File: src/sv/bitonic_sorter_any_length_unit_macros.svh
`ifndef BITONIC_SORTER_ANY_LENGTH_UNIT_MACROS_SVH
`define BITONIC_SORTER_ANY_LENGTH_UNIT_MACROS_SVH

// Same-cycle implication, checked outside reset
`define BSAL_ASSERT_IMP(lbl, clk, rst_n, ante, cons, msg) \
    lbl: assert property (@(posedge clk) disable iff (!rst_n) (ante) |-> (cons)) \
        else $error(msg);

// Next-cycle implication, checked outside reset
`define BSAL_ASSERT_NXT(lbl, clk, rst_n, ante, cons, msg) \
    lbl: assert property (@(posedge clk) disable iff (!rst_n) (ante) |=> (cons)) \
        else $error(msg);

`endif

File: src/sv/bsal_pkg.sv
`default_nettype none

package bsal_pkg;

    localparam int VAL_W = 32;
    localparam int UPC_W = 4;

    typedef logic signed [VAL_W-1:0] t_val;

    // extreme values used as padding sentinels
    localparam t_val VAL_MAX = {1'b0, {(VAL_W-1){1'b1}}};
    localparam t_val VAL_MIN = {1'b1, {(VAL_W-1){1'b0}}};

    // memory operations
    localparam logic [2:0] MEM_NONE    = 3'd0;
    localparam logic [2:0] MEM_PAD     = 3'd1;
    localparam logic [2:0] MEM_RD_PAIR = 3'd2;
    localparam logic [2:0] MEM_WR_LO   = 3'd3;
    localparam logic [2:0] MEM_WR_HI   = 3'd4;
    localparam logic [2:0] MEM_RD_EMIT = 3'd5;

    // index pointer operations
    localparam logic [1:0] IDX_HOLD     = 2'd0;
    localparam logic [1:0] IDX_INC      = 2'd1;
    localparam logic [1:0] IDX_CLR      = 2'd2;
    localparam logic [1:0] IDX_LOAD_CNT = 2'd3;

    // network stage operations
    localparam logic [1:0] STG_HOLD = 2'd0;
    localparam logic [1:0] STG_INIT = 2'd1;
    localparam logic [1:0] STG_NEXT = 2'd2;

    // jump conditions
    localparam logic [3:0] C_ALWAYS     = 4'd0;
    localparam logic [3:0] C_NO_FINAL   = 4'd1;
    localparam logic [3:0] C_IDX_AT_TOP = 4'd2;
    localparam logic [3:0] C_SKIP       = 4'd3;
    localparam logic [3:0] C_I_MORE     = 4'd4;
    localparam logic [3:0] C_STG_MORE   = 4'd5;
    localparam logic [3:0] C_OUT_BUSY   = 4'd6;
    localparam logic [3:0] C_EMIT_MORE  = 4'd7;

    // program steps
    localparam logic [UPC_W-1:0] S_LOAD     = 4'd0;
    localparam logic [UPC_W-1:0] S_SETUP    = 4'd1;
    localparam logic [UPC_W-1:0] S_PAD_CHK  = 4'd2;
    localparam logic [UPC_W-1:0] S_PAD_WR   = 4'd3;
    localparam logic [UPC_W-1:0] S_STAGE    = 4'd4;
    localparam logic [UPC_W-1:0] S_CE_RD    = 4'd5;
    localparam logic [UPC_W-1:0] S_CE_WLO   = 4'd6;
    localparam logic [UPC_W-1:0] S_CE_WHI   = 4'd7;
    localparam logic [UPC_W-1:0] S_CE_NEXT  = 4'd8;
    localparam logic [UPC_W-1:0] S_STG_NEXT = 4'd9;
    localparam logic [UPC_W-1:0] S_EM_INIT  = 4'd10;
    localparam logic [UPC_W-1:0] S_EM_RD    = 4'd11;
    localparam logic [UPC_W-1:0] S_EM_WAIT  = 4'd12;
    localparam logic [UPC_W-1:0] S_EM_PUSH  = 4'd13;
    localparam logic [UPC_W-1:0] S_DONE     = 4'd14;

    typedef struct packed {
        logic       in_rdy;
        logic [2:0] mem_op;
        logic [1:0] idx_op;
        logic [1:0] stg_op;
        logic       out_ld;
        logic       clr_batch;
    } t_ctl;

    typedef struct packed {
        t_ctl             ctl;
        logic [3:0]       cond;
        logic [UPC_W-1:0] tgt;
    } t_cw;

    typedef struct packed {
        logic final_acc;
        logic idx_at_top;
        logic skip;
        logic i_last;
        logic stg_last;
        logic out_free;
        logic emit_last;
    } t_status;

    // control store: jump to tgt when cond holds, else fall through
    function automatic t_cw ucode(input logic [UPC_W-1:0] pc);
        t_cw cw;
        cw = '0;
        unique case (pc)
            S_LOAD: begin
                cw.ctl.in_rdy = 1'b1;
                cw.cond       = C_NO_FINAL;
                cw.tgt        = S_LOAD;
            end
            S_SETUP: begin
                cw.ctl.idx_op = IDX_LOAD_CNT;
                cw.ctl.stg_op = STG_INIT;
                cw.cond       = C_ALWAYS;
                cw.tgt        = S_PAD_CHK;
            end
            S_PAD_CHK: begin
                cw.cond = C_IDX_AT_TOP;
                cw.tgt  = S_STAGE;
            end
            S_PAD_WR: begin
                cw.ctl.mem_op = MEM_PAD;
                cw.ctl.idx_op = IDX_INC;
                cw.cond       = C_ALWAYS;
                cw.tgt        = S_PAD_CHK;
            end
            S_STAGE: begin
                cw.ctl.idx_op = IDX_CLR;
                cw.cond       = C_ALWAYS;
                cw.tgt        = S_CE_RD;
            end
            S_CE_RD: begin
                cw.ctl.mem_op = MEM_RD_PAIR;
                cw.cond       = C_SKIP;
                cw.tgt        = S_CE_NEXT;
            end
            S_CE_WLO: begin
                cw.ctl.mem_op = MEM_WR_LO;
                cw.cond       = C_ALWAYS;
                cw.tgt        = S_CE_WHI;
            end
            S_CE_WHI: begin
                cw.ctl.mem_op = MEM_WR_HI;
                cw.cond       = C_ALWAYS;
                cw.tgt        = S_CE_NEXT;
            end
            S_CE_NEXT: begin
                cw.ctl.idx_op = IDX_INC;
                cw.cond       = C_I_MORE;
                cw.tgt        = S_CE_RD;
            end
            S_STG_NEXT: begin
                cw.ctl.stg_op = STG_NEXT;
                cw.cond       = C_STG_MORE;
                cw.tgt        = S_STAGE;
            end
            S_EM_INIT: begin
                cw.ctl.idx_op = IDX_CLR;
                cw.cond       = C_ALWAYS;
                cw.tgt        = S_EM_RD;
            end
            S_EM_RD: begin
                cw.ctl.mem_op = MEM_RD_EMIT;
                cw.cond       = C_ALWAYS;
                cw.tgt        = S_EM_WAIT;
            end
            S_EM_WAIT: begin
                cw.cond = C_OUT_BUSY;
                cw.tgt  = S_EM_WAIT;
            end
            S_EM_PUSH: begin
                cw.ctl.out_ld = 1'b1;
                cw.ctl.idx_op = IDX_INC;
                cw.cond       = C_EMIT_MORE;
                cw.tgt        = S_EM_RD;
            end
            S_DONE: begin
                cw.ctl.clr_batch = 1'b1;
                cw.cond          = C_ALWAYS;
                cw.tgt           = S_LOAD;
            end
            default: begin
                cw.cond = C_ALWAYS;
                cw.tgt  = S_LOAD;
            end
        endcase
        return cw;
    endfunction

endpackage

`default_nettype wire

File: src/sv/bsal_if.sv
`default_nettype none

interface bsal_in_if;
    logic           valid;
    logic           ready;
    bsal_pkg::t_val value;
    logic           final_item;

    modport source (output valid, output value, output final_item, input ready);
    modport sink (input valid, input value, input final_item, output ready);
endinterface

interface bsal_out_if;
    logic           valid;
    logic           ready;
    bsal_pkg::t_val sorted_value;
    logic           end_of_run;
    logic           overflowed;

    modport source (output valid, output sorted_value, output end_of_run,
                    output overflowed, input ready);
    modport sink (input valid, input sorted_value, input end_of_run,
                  input overflowed, output ready);
endinterface

`default_nettype wire

File: src/sv/bsal_seq.sv
`default_nettype none

`include "bitonic_sorter_any_length_unit_macros.svh"

module bsal_seq (
    input  logic              i_clk,
    input  logic              i_rst_n,
    input  bsal_pkg::t_status i_status,
    output bsal_pkg::t_ctl    o_ctl
);
    import bsal_pkg::*;

    logic [UPC_W-1:0] r_upc;
    logic [UPC_W-1:0] n_upc;
    t_cw              cw;
    logic             jump;

    // fetch the control word of the current step
    assign cw    = ucode(r_upc);
    assign o_ctl = cw.ctl;

    // select the jump condition
    always_comb begin
        unique case (cw.cond)
            C_ALWAYS:     jump = 1'b1;
            C_NO_FINAL:   jump = !i_status.final_acc;
            C_IDX_AT_TOP: jump = i_status.idx_at_top;
            C_SKIP:       jump = i_status.skip;
            C_I_MORE:     jump = !i_status.i_last;
            C_STG_MORE:   jump = !i_status.stg_last;
            C_OUT_BUSY:   jump = !i_status.out_free;
            C_EMIT_MORE:  jump = !i_status.emit_last;
            default:      jump = 1'b1;
        endcase
    end

    assign n_upc = jump ? cw.tgt : r_upc + UPC_W'(1);

    // advance the step counter
    always_ff @(posedge i_clk) begin
        if (!i_rst_n) begin
            r_upc <= S_LOAD;
        end else begin
            r_upc <= n_upc;
        end
    end

    `BSAL_ASSERT_NXT(a_done_to_load, i_clk, i_rst_n, r_upc == S_DONE, r_upc == S_LOAD, "batch end did not return to load")
    `BSAL_ASSERT_NXT(a_load_hold, i_clk, i_rst_n, (r_upc == S_LOAD) && !i_status.final_acc, r_upc == S_LOAD, "left load without a final beat")
    `BSAL_ASSERT_NXT(a_emit_push, i_clk, i_rst_n, (r_upc == S_EM_WAIT) && i_status.out_free, r_upc == S_EM_PUSH, "free output slot not used")

endmodule

`default_nettype wire

File: src/sv/bsal_dp.sv
`default_nettype none

`include "bitonic_sorter_any_length_unit_macros.svh"

module bsal_dp #(
    parameter int MAX_ELEMENTS = 64
) (
    input  logic              i_clk,
    input  logic              i_rst_n,
    input  logic              i_cfg_we,
    input  logic              i_cfg_wdata,
    input  bsal_pkg::t_ctl    i_ctl,
    output bsal_pkg::t_status o_status,
    bsal_in_if.sink           i_in,
    bsal_out_if.source        o_out
);
    import bsal_pkg::*;

    localparam int LOG   = $clog2(MAX_ELEMENTS);
    localparam int DEPTH = 1 << LOG;
    localparam int CW    = LOG + 1;
    localparam int KW    = $clog2(LOG + 1);

    t_val mem [DEPTH];

    logic          r_asc;
    logic          r_up;
    logic [CW-1:0] r_cnt;
    logic          r_drop;
    logic [CW-1:0] r_idx;
    logic [KW-1:0] r_kl;
    logic [KW-1:0] r_jl;
    t_val          r_rda;
    t_val          r_rdb;
    logic          r_ov;
    t_val          r_oval;
    logic          r_oend;
    logic          r_oovf;

    logic           accept;
    logic           full;
    logic [LOG-1:0] addr_a;
    logic [LOG-1:0] addr_b;
    logic [LOG-1:0] j_mask;
    logic [CW-1:0]  k_mask;
    logic           blk_up;
    logic           swap;
    t_val           lo_val;
    t_val           hi_val;
    logic           we;
    logic [LOG-1:0] waddr;
    t_val           wdata;
    logic           out_free;
    logic           emit_last;

    assign accept      = i_in.valid && i_in.ready;
    assign i_in.ready  = i_ctl.in_rdy;
    assign full        = r_cnt == CW'(MAX_ELEMENTS);

    // pair addressing for the current network stage
    assign addr_a = r_idx[LOG-1:0];
    assign j_mask = LOG'(1) << r_jl;
    assign k_mask = CW'(1) << r_kl;
    assign addr_b = addr_a ^ j_mask;

    // compare-exchange: direction of this block of the network
    assign blk_up = ((r_idx & k_mask) == '0) == r_up;
    assign swap   = blk_up ? (r_rda > r_rdb) : (r_rda < r_rdb);
    assign lo_val = swap ? r_rdb : r_rda;
    assign hi_val = swap ? r_rda : r_rdb;

    assign out_free  = !r_ov || o_out.ready;
    assign emit_last = r_idx == (r_cnt - CW'(1));

    assign o_status.final_acc  = accept && i_in.final_item;
    assign o_status.idx_at_top = r_idx == CW'(DEPTH);
    assign o_status.skip       = |(addr_a & j_mask);
    assign o_status.i_last     = r_idx == CW'(DEPTH - 1);
    assign o_status.stg_last   = (r_kl == KW'(LOG)) && (r_jl == '0);
    assign o_status.out_free   = out_free;
    assign o_status.emit_last  = emit_last;

    // select the memory write
    always_comb begin
        we    = 1'b0;
        waddr = addr_a;
        wdata = i_in.value;
        priority if (accept && !full) begin
            we    = 1'b1;
            waddr = r_cnt[LOG-1:0];
        end else if (i_ctl.mem_op == MEM_PAD) begin
            we    = 1'b1;
            wdata = r_up ? VAL_MAX : VAL_MIN;
        end else if (i_ctl.mem_op == MEM_WR_LO) begin
            we    = 1'b1;
            wdata = lo_val;
        end else if (i_ctl.mem_op == MEM_WR_HI) begin
            we    = 1'b1;
            waddr = addr_b;
            wdata = hi_val;
        end
    end

    // element store with registered reads
    always_ff @(posedge i_clk) begin
        if (we) begin
            mem[waddr] <= wdata;
        end
        if (i_ctl.mem_op == MEM_RD_PAIR || i_ctl.mem_op == MEM_RD_EMIT) begin
            r_rda <= mem[addr_a];
        end
        if (i_ctl.mem_op == MEM_RD_PAIR) begin
            r_rdb <= mem[addr_b];
        end
    end

    // direction register and batch bookkeeping
    always_ff @(posedge i_clk) begin
        if (!i_rst_n) begin
            r_asc  <= 1'b1;
            r_up   <= 1'b1;
            r_cnt  <= '0;
            r_drop <= 1'b0;
        end else begin
            if (i_cfg_we) begin
                r_asc <= i_cfg_wdata;
            end
            if (accept && i_in.final_item) begin
                r_up <= r_asc;
            end
            if (i_ctl.clr_batch) begin
                r_cnt  <= '0;
                r_drop <= 1'b0;
            end else if (accept) begin
                if (full) begin
                    r_drop <= 1'b1;
                end else begin
                    r_cnt <= r_cnt + CW'(1);
                end
            end
        end
    end

    // index pointer and stage counters
    always_ff @(posedge i_clk) begin
        if (!i_rst_n) begin
            r_idx <= '0;
            r_kl  <= '0;
            r_jl  <= '0;
        end else begin
            unique case (i_ctl.idx_op)
                IDX_HOLD:     r_idx <= r_idx;
                IDX_INC:      r_idx <= r_idx + CW'(1);
                IDX_CLR:      r_idx <= '0;
                IDX_LOAD_CNT: r_idx <= r_cnt;
                default:      r_idx <= r_idx;
            endcase
            unique case (i_ctl.stg_op)
                STG_INIT: begin
                    r_kl <= KW'(1);
                    r_jl <= '0;
                end
                STG_NEXT: begin
                    if (r_jl == '0) begin
                        r_kl <= r_kl + KW'(1);
                        r_jl <= r_kl;
                    end else begin
                        r_jl <= r_jl - KW'(1);
                    end
                end
                default: begin
                    r_kl <= r_kl;
                    r_jl <= r_jl;
                end
            endcase
        end
    end

    // output register: load a result beat, drop valid once taken
    always_ff @(posedge i_clk) begin
        if (!i_rst_n) begin
            r_ov <= 1'b0;
        end else if (i_ctl.out_ld) begin
            r_ov <= 1'b1;
        end else if (o_out.ready) begin
            r_ov <= 1'b0;
        end
    end

    always_ff @(posedge i_clk) begin
        if (i_ctl.out_ld) begin
            r_oval <= r_rda;
            r_oend <= emit_last;
            r_oovf <= r_drop;
        end
    end

    assign o_out.valid        = r_ov;
    assign o_out.sorted_value = r_oval;
    assign o_out.end_of_run   = r_oend;
    assign o_out.overflowed   = r_oovf;

    `BSAL_ASSERT_IMP(a_cnt_cap, i_clk, i_rst_n, 1'b1, r_cnt <= CW'(MAX_ELEMENTS), "element count above capacity")
    `BSAL_ASSERT_IMP(a_drop_full, i_clk, i_rst_n, r_drop, full, "drop flagged while store not full")
    `BSAL_ASSERT_IMP(a_load_free, i_clk, i_rst_n, i_ctl.out_ld, out_free, "result loaded over a pending beat")

endmodule

`default_nettype wire

File: src/sv/bitonic_sorter_any_length_unit.sv
// Loading: one element per cycle, accepted whenever the sequencer is in its load step.
// After the final beat, with P = MAX_ELEMENTS rounded up to a power of two, S = log2(P),
// n stored elements: the store is padded up to P entries, then S*(S+1)/2 network stages
// run (one memory pair read and two writes per compare-exchange), then n results are emitted.
// Synchronous active-low reset clears count, drop flag, sequencer and sets ascending order.
`default_nettype none

module bitonic_sorter_any_length_unit #(
    parameter int MAX_ELEMENTS = 64
) (
    input  logic       i_clk,
    input  logic       i_rst_n,
    input  logic       i_cfg_we,
    input  logic       i_cfg_wdata,
    bsal_in_if.sink    i_in,
    bsal_out_if.source o_out
);
    import bsal_pkg::*;

    t_ctl    ctl;
    t_status status;

    // microcode sequencer
    bsal_seq u_seq (
        .i_clk    (i_clk),
        .i_rst_n  (i_rst_n),
        .i_status (status),
        .o_ctl    (ctl)
    );

    // store, compare-exchange datapath and output register
    bsal_dp #(
        .MAX_ELEMENTS (MAX_ELEMENTS)
    ) u_dp (
        .i_clk       (i_clk),
        .i_rst_n     (i_rst_n),
        .i_cfg_we    (i_cfg_we),
        .i_cfg_wdata (i_cfg_wdata),
        .i_ctl       (ctl),
        .o_status    (status),
        .i_in        (i_in),
        .o_out       (o_out)
    );

endmodule

`default_nettype wire

File: src/flat_wrapper.sv
// flat-port wrapper written by rule: the top's interface ports become plain ports
module bitonic_sorter_any_length_unit_flat import bsal_pkg::*;
#(
    parameter int MAX_ELEMENTS = 64
)
  (i_clk, i_rst_n, i_cfg_we, i_cfg_wdata, i_in_valid, i_in_value, i_in_final_item, i_in_ready, o_out_valid, o_out_sorted_value, o_out_end_of_run, o_out_overflowed, o_out_ready);
  bsal_in_if i_in_i ();
  bsal_out_if o_out_i ();
  input  logic i_clk;
  input  logic i_rst_n;
  input  logic i_cfg_we;
  input  logic i_cfg_wdata;
  input wire logic [$bits(i_in_i.valid)-1:0] i_in_valid;
  input wire logic [$bits(i_in_i.value)-1:0] i_in_value;
  input wire logic [$bits(i_in_i.final_item)-1:0] i_in_final_item;
  output wire logic [$bits(i_in_i.ready)-1:0] i_in_ready;
  output wire logic [$bits(o_out_i.valid)-1:0] o_out_valid;
  output wire logic [$bits(o_out_i.sorted_value)-1:0] o_out_sorted_value;
  output wire logic [$bits(o_out_i.end_of_run)-1:0] o_out_end_of_run;
  output wire logic [$bits(o_out_i.overflowed)-1:0] o_out_overflowed;
  input wire logic [$bits(o_out_i.ready)-1:0] o_out_ready;
  assign i_in_i.valid = i_in_valid;
  assign i_in_i.value = i_in_value;
  assign i_in_i.final_item = i_in_final_item;
  assign i_in_ready = i_in_i.ready;
  assign o_out_valid = o_out_i.valid;
  assign o_out_sorted_value = o_out_i.sorted_value;
  assign o_out_end_of_run = o_out_i.end_of_run;
  assign o_out_overflowed = o_out_i.overflowed;
  assign o_out_i.ready = o_out_ready;
  bitonic_sorter_any_length_unit #(.MAX_ELEMENTS(MAX_ELEMENTS)) u_core (.i_clk(i_clk), .i_rst_n(i_rst_n), .i_cfg_we(i_cfg_we), .i_cfg_wdata(i_cfg_wdata), .i_in(i_in_i), .o_out(o_out_i));
endmodule
File: config.mk
export PLATFORM = sky130hd
export DESIGN_NAME = bitonic_sorter_any_length_unit_flat
export DESIGN_NICKNAME = d
export VERILOG_FILES = /design/src/sv/bsal_pkg.sv /design/src/sv/bsal_if.sv /design/src/sv/bsal_seq.sv /design/src/sv/bsal_dp.sv /design/src/sv/bitonic_sorter_any_length_unit.sv /design/src/flat_wrapper.sv
export VERILOG_INCLUDE_DIRS = /design/src /design/src/sv
export SDC_FILE = /design/constraint.sdc
export NUM_CORES = 2
export LEC_CHECK = 0
export ABC_CLOCK_PERIOD_IN_PS = 6600
export BUFFER_PORTS_ARGS = -buffer_cell sky130_fd_sc_hd__buf_2
export CAP_MARGIN = 10
export CORE_ASPECT_RATIO = 0.7
export CORE_MARGIN = 2
export CORE_UTILIZATION = 50
export DETAILED_ROUTE_END_ITERATION = 7
export MAX_ROUTING_LAYER = met4
export PLACE_DENSITY = 0.73
export SYNTH_ARGS = -nofsm -noshare
export SYNTH_HDL_FRONTEND = slang
export SYNTH_SLANG_ARGS = --single-unit
File: constraint.sdc
create_clock -name i_clk -period 6.6 [get_ports i_clk]
set_clock_uncertainty 0.15 [all_clocks]
set_input_delay 0.33 -clock i_clk [delete_from_list [all_inputs] [get_ports i_clk]]
set_output_delay 0.33 -clock i_clk [all_outputs]
set_load 0.02 [all_outputs]
==> impl_results.md <==
- Fillers: 14.4k
- Fraction of final layout cells with drive strength greater than 1: 41.8%
- Syn Inst Count: 4510
- Hold violation total from the final report: 0
- YS warnings: 0
- Ys async rst share: 0%
- Actual transition at the worst max-transition pin: 1.32 ns
- Number of rows created at floorplan: 137
- Number of setup buffers added after CTS: 0
- Floorplan die height: 379 um
- Number of buffers added by the clock tree synthesis step: 203
- Final layout net count: 4753
- Worst path required time: 7.03 ns
- TritonCTS clock tree: yes
- Setup tns final: 0 ns
- Peak supply drop: 0.580 mV
- Core region area: 0.200 mm^2
- Clock root buffer master: sky130_fd_sc_hd__clkbuf_16
- Highest-count cells in the layout ignoring fill and taps: 2146 x sky130_fd_sc_hd__edfxtp_1, 1333 x sky130_fd_sc_hd__mux4_2, 205 x sky130_fd_sc_hd__clkbuf_16, 159 x sky130_fd_sc_hd__buf_4, 91 x sky130_fd_sc_hd__nor2_1
- Length of the first detailed-routing pass in iterations: 6
- Post-route fraction of the period consumed by the critical path: 88.5%
- Die Footprint: 0.205 mm^2
- Antenna violations before repair: 7
- GRT Total Usage: 32.4%
- Largest area contributor in the synthesized netlist: sky130_fd_sc_hd__edfxtp_1
- Max-slew violation count: 0
- Post-Route WL: 320000 um
- Achievable frequency: 171 MHz
- Post-layout worst setup margin: 0.760 ns
- Starting density of the core: 50.4%
- Crit path time final: 5.84 ns
- Gp weighted congestion: 0.918
- Register bit total from synthesis: 2174
- Synthesized netlist net count: 4607
- RSZ-0062 raised after global routing: false
- Cell leakage power: 33.4 nW
- Endpoint type of the worst setup path: register
- Synth area leaders: sky130_fd_sc_hd__edfxtp_1 64%, sky130_fd_sc_hd__mux4_2 30%, sky130_fd_sc_hd__clkbuf_1 0.79%
- Detail Route Antenna Nets: 0
- Count of input and output buffers: 74
- Setup WS pre-CTS: 1.20 ns
- Leading register cell type out of synthesis: sky130_fd_sc_hd__edfxtp_1
- Worst setup SP type: register
- Pwr dens: 368 mW/mm^2
- Remaining Overflow, GRT: 0
- Area fraction of the dominant cell type after synthesis: 64.1%
- Most common library cell in the layout ignoring fill and taps: sky130_fd_sc_hd__edfxtp_1
- Cell variety after synth: 60
- Total setup violations reported at the end of the flow: 0
- Area grow syn2layout: 11.6%
- Average via count per standard cell: 7.60
- Clock Pin Slew Worst Setup and Hold Paths: 0.07 ns
- Die Wd: 540 um
- Outcome: finished, final reports clean
- CTS sink cnt: 2174
- DPL Wire Length: 184000 um
- Count of pins on the block boundary: 75
- CP Max Fanout: 45
- Hold WC Path Type: input port to register
- DRC errors left: 0
- Synthesized area per cell: 22.3 um^2
- Global-route wire length before repair: 443000 um
- Via count: 56.7k
- Synthesized cell area: 0.100 mm^2
- Max-Slew Margin vs Limit: 12.1%
- Data arrival time of the worst path: 6.27 ns
- Violation count after the first detailed-routing iteration: 11.5k
- Reported max-cap violation count: 0
- DR WL/cell: 43.0 um
- Via count of the first global-routing pass: 54.4k
- H-tree levels: 4
- Clock latency at the later pin of the worst-skew pair: 0.88 ns
- CTS max path bufs: 4
- Sequential fraction of the synthesis area: 64.7%
- Category of the most critical setup path: register to register
- Maximum number of pins on one net before global-route repair: 126
- Post-synth EDFFs: 2146
-- synthesized netlist by cell type, drive strengths merged (2+ instances only) --
cell	n
or3	3
buf	132
xor2	13
nand3b	2
nor2b	10
a22oi	2
nand3	24
a221o	32
ha	58
mux2	15
inv	53
nand4	12
and2	4
mux4	1333
a221oi	3
edfxtp	2146
nand2	52
xnor2	10
mux2i	29
and3	4
o21ai	62
dfxtp	28
a21o	7
nor2	155
nand2b	5
a41oi	2
nor3	4
a211oi	4
nor4	5
a21oi	69
o211ai	2
clkbuf	211
-- cells by family (layout without fill, tap and decap cells) --
| kind of cell | after synthesis | count (layout) | synth area share, % |
|---|---|---|---|
| and+or+nand+nor | 285 | 285 | 1.24 |
| buffers and inverters | 397 | 694 | 1.54 |
| AOI/OAI and AO/OA | 196 | 196 | 1.26 |
| DFF | 2174 | 2174 | 64.7 |
| muxes | 1377 | 1377 | 30.3 |
| other | 0 | 6 | 0 |
| xor gates and xnor gates | 23 | 23 | 0.208 |
| adders and majority gates | 58 | 58 | 0.722 |
-- worst max-delay path, stage by stage (launching register included) --
cell and delay (ns):
sky130_fd_sc_hd__edfxtp_1 0.53, sky130_fd_sc_hd__ha_1 0.37, sky130_fd_sc_hd__a21oi_1 0.45, sky130_fd_sc_hd__o31ai_1 0.19, sky130_fd_sc_hd__a221oi_1 0.26, sky130_fd_sc_hd__o21ai_0 0.23, sky130_fd_sc_hd__a211oi_1 0.32, sky130_fd_sc_hd__mux2i_1 0.14
sky130_fd_sc_hd__mux2i_2 0.57, sky130_fd_sc_hd__mux2i_4 0.97, sky130_fd_sc_hd__a221o_1 0.76, sky130_fd_sc_hd__buf_4 0.54
-- cell type report --
type	instances	area [um^2]	area share [%]
clock inverters	114	1310	1.17
inverters	54	203	0.181
flip-flops and latches	2174	65000	58.0
well taps	2641	3300	2.95
clock buffers	242	5270	4.70
diodes	6	15.0	0.0134
multi-input cells	1939	34500	30.8
repair buffers	284	2500	2.23
-- flip-flops by register name (all words and copies together), names as in the netlist --
signal	cells
u_core.u_dp.r_kl	3
u_core.u_dp.r_idx	7
u_core.u_dp.r_jl	3
u_core.u_dp.o_out.sorted_value	32
u_core.u_dp.r_asc	1
u_core.u_dp.r_drop	1
u_core.u_dp.r_up	1
u_core.u_dp.o_out.valid	1
u_core.u_dp.r_rdb	32
u_core.u_seq.r_upc	4
u_core.u_dp.r_rda	32
u_core.u_dp.r_cnt	7
u_core.u_dp.o_out.end_of_run	1
u_core.u_dp.mem	2048
u_core.u_dp.o_out.overflowed	1
-- final timing paths --
| check | slack, ns | cells past startpoint | startpoint | end |
|---|---|---|---|---|
| max reg2reg | 0.76 | 11 | u_core.u_dp.r_rda[25] | u_core.u_dp.mem[25][11] |
| max | 0.76 | 11 | u_core.u_dp.r_rda[25] | u_core.u_dp.mem[25][11] |
| min reg2reg | 0.35 | 0 | u_core.u_dp.r_rda[10] | u_core.u_dp.o_out.sorted_value[10] |
| min | 0.22 | 4 | i_rst_n | u_core.u_dp.r_kl[0] |
-- through the flow --
| step | area, um^2 | hold WS, ns | util, % | instances | total power [mW] |
|---|---|---|---|---|---|
| finish | 112000 | 0.216 | 56.2 | 7454 | 41.3 |
| CTS | 112000 | 0.180 | 56.2 | 7447 | 41.2 |
| detailed placement | 105000 | 0.327 | 52.9 | 7082 | 29.4 |
| floorplan | 100000 | 0.242 | - | 4510 | 26.0 |
| global route | 112000 | 0.231 | 56.2 | 7452 | 42.5 |
| global placement | 105000 | 0.315 | 52.9 | 7082 | 29.2 |
-- what timing repair did --
| item | CTS | global route |
|---|---|---|
| hold endpoints to repair | 28 | 0 |
| hold buffers | 9 | 0 |
| gates resized for setup | 0 | 0 |
-- layer usage --
| layer | routed length [um] | GRT usage (%) | vias to the layer above |
|---|---|---|---|
| li1 | - | - | 20300 |
| met1 | 116000 | 45.8 | 30300 |
| met2 | 134000 | 42.8 | 5375 |
| met3 | 58500 | 13.5 | 689 |
| met4 | 11600 | 10.1 | 0 |
| met5 | 0 | - | - |
-- power breakdown --
part | leakage, nW | switching [mW] | internal [mW]
clock | 3.20 | 5.23 | 6.81
sequential | 19.5 | 0.198 | 17.2
combinational | 10.7 | 6.44 | 5.39
Note: power is estimated with default switching activity, not from simulation.
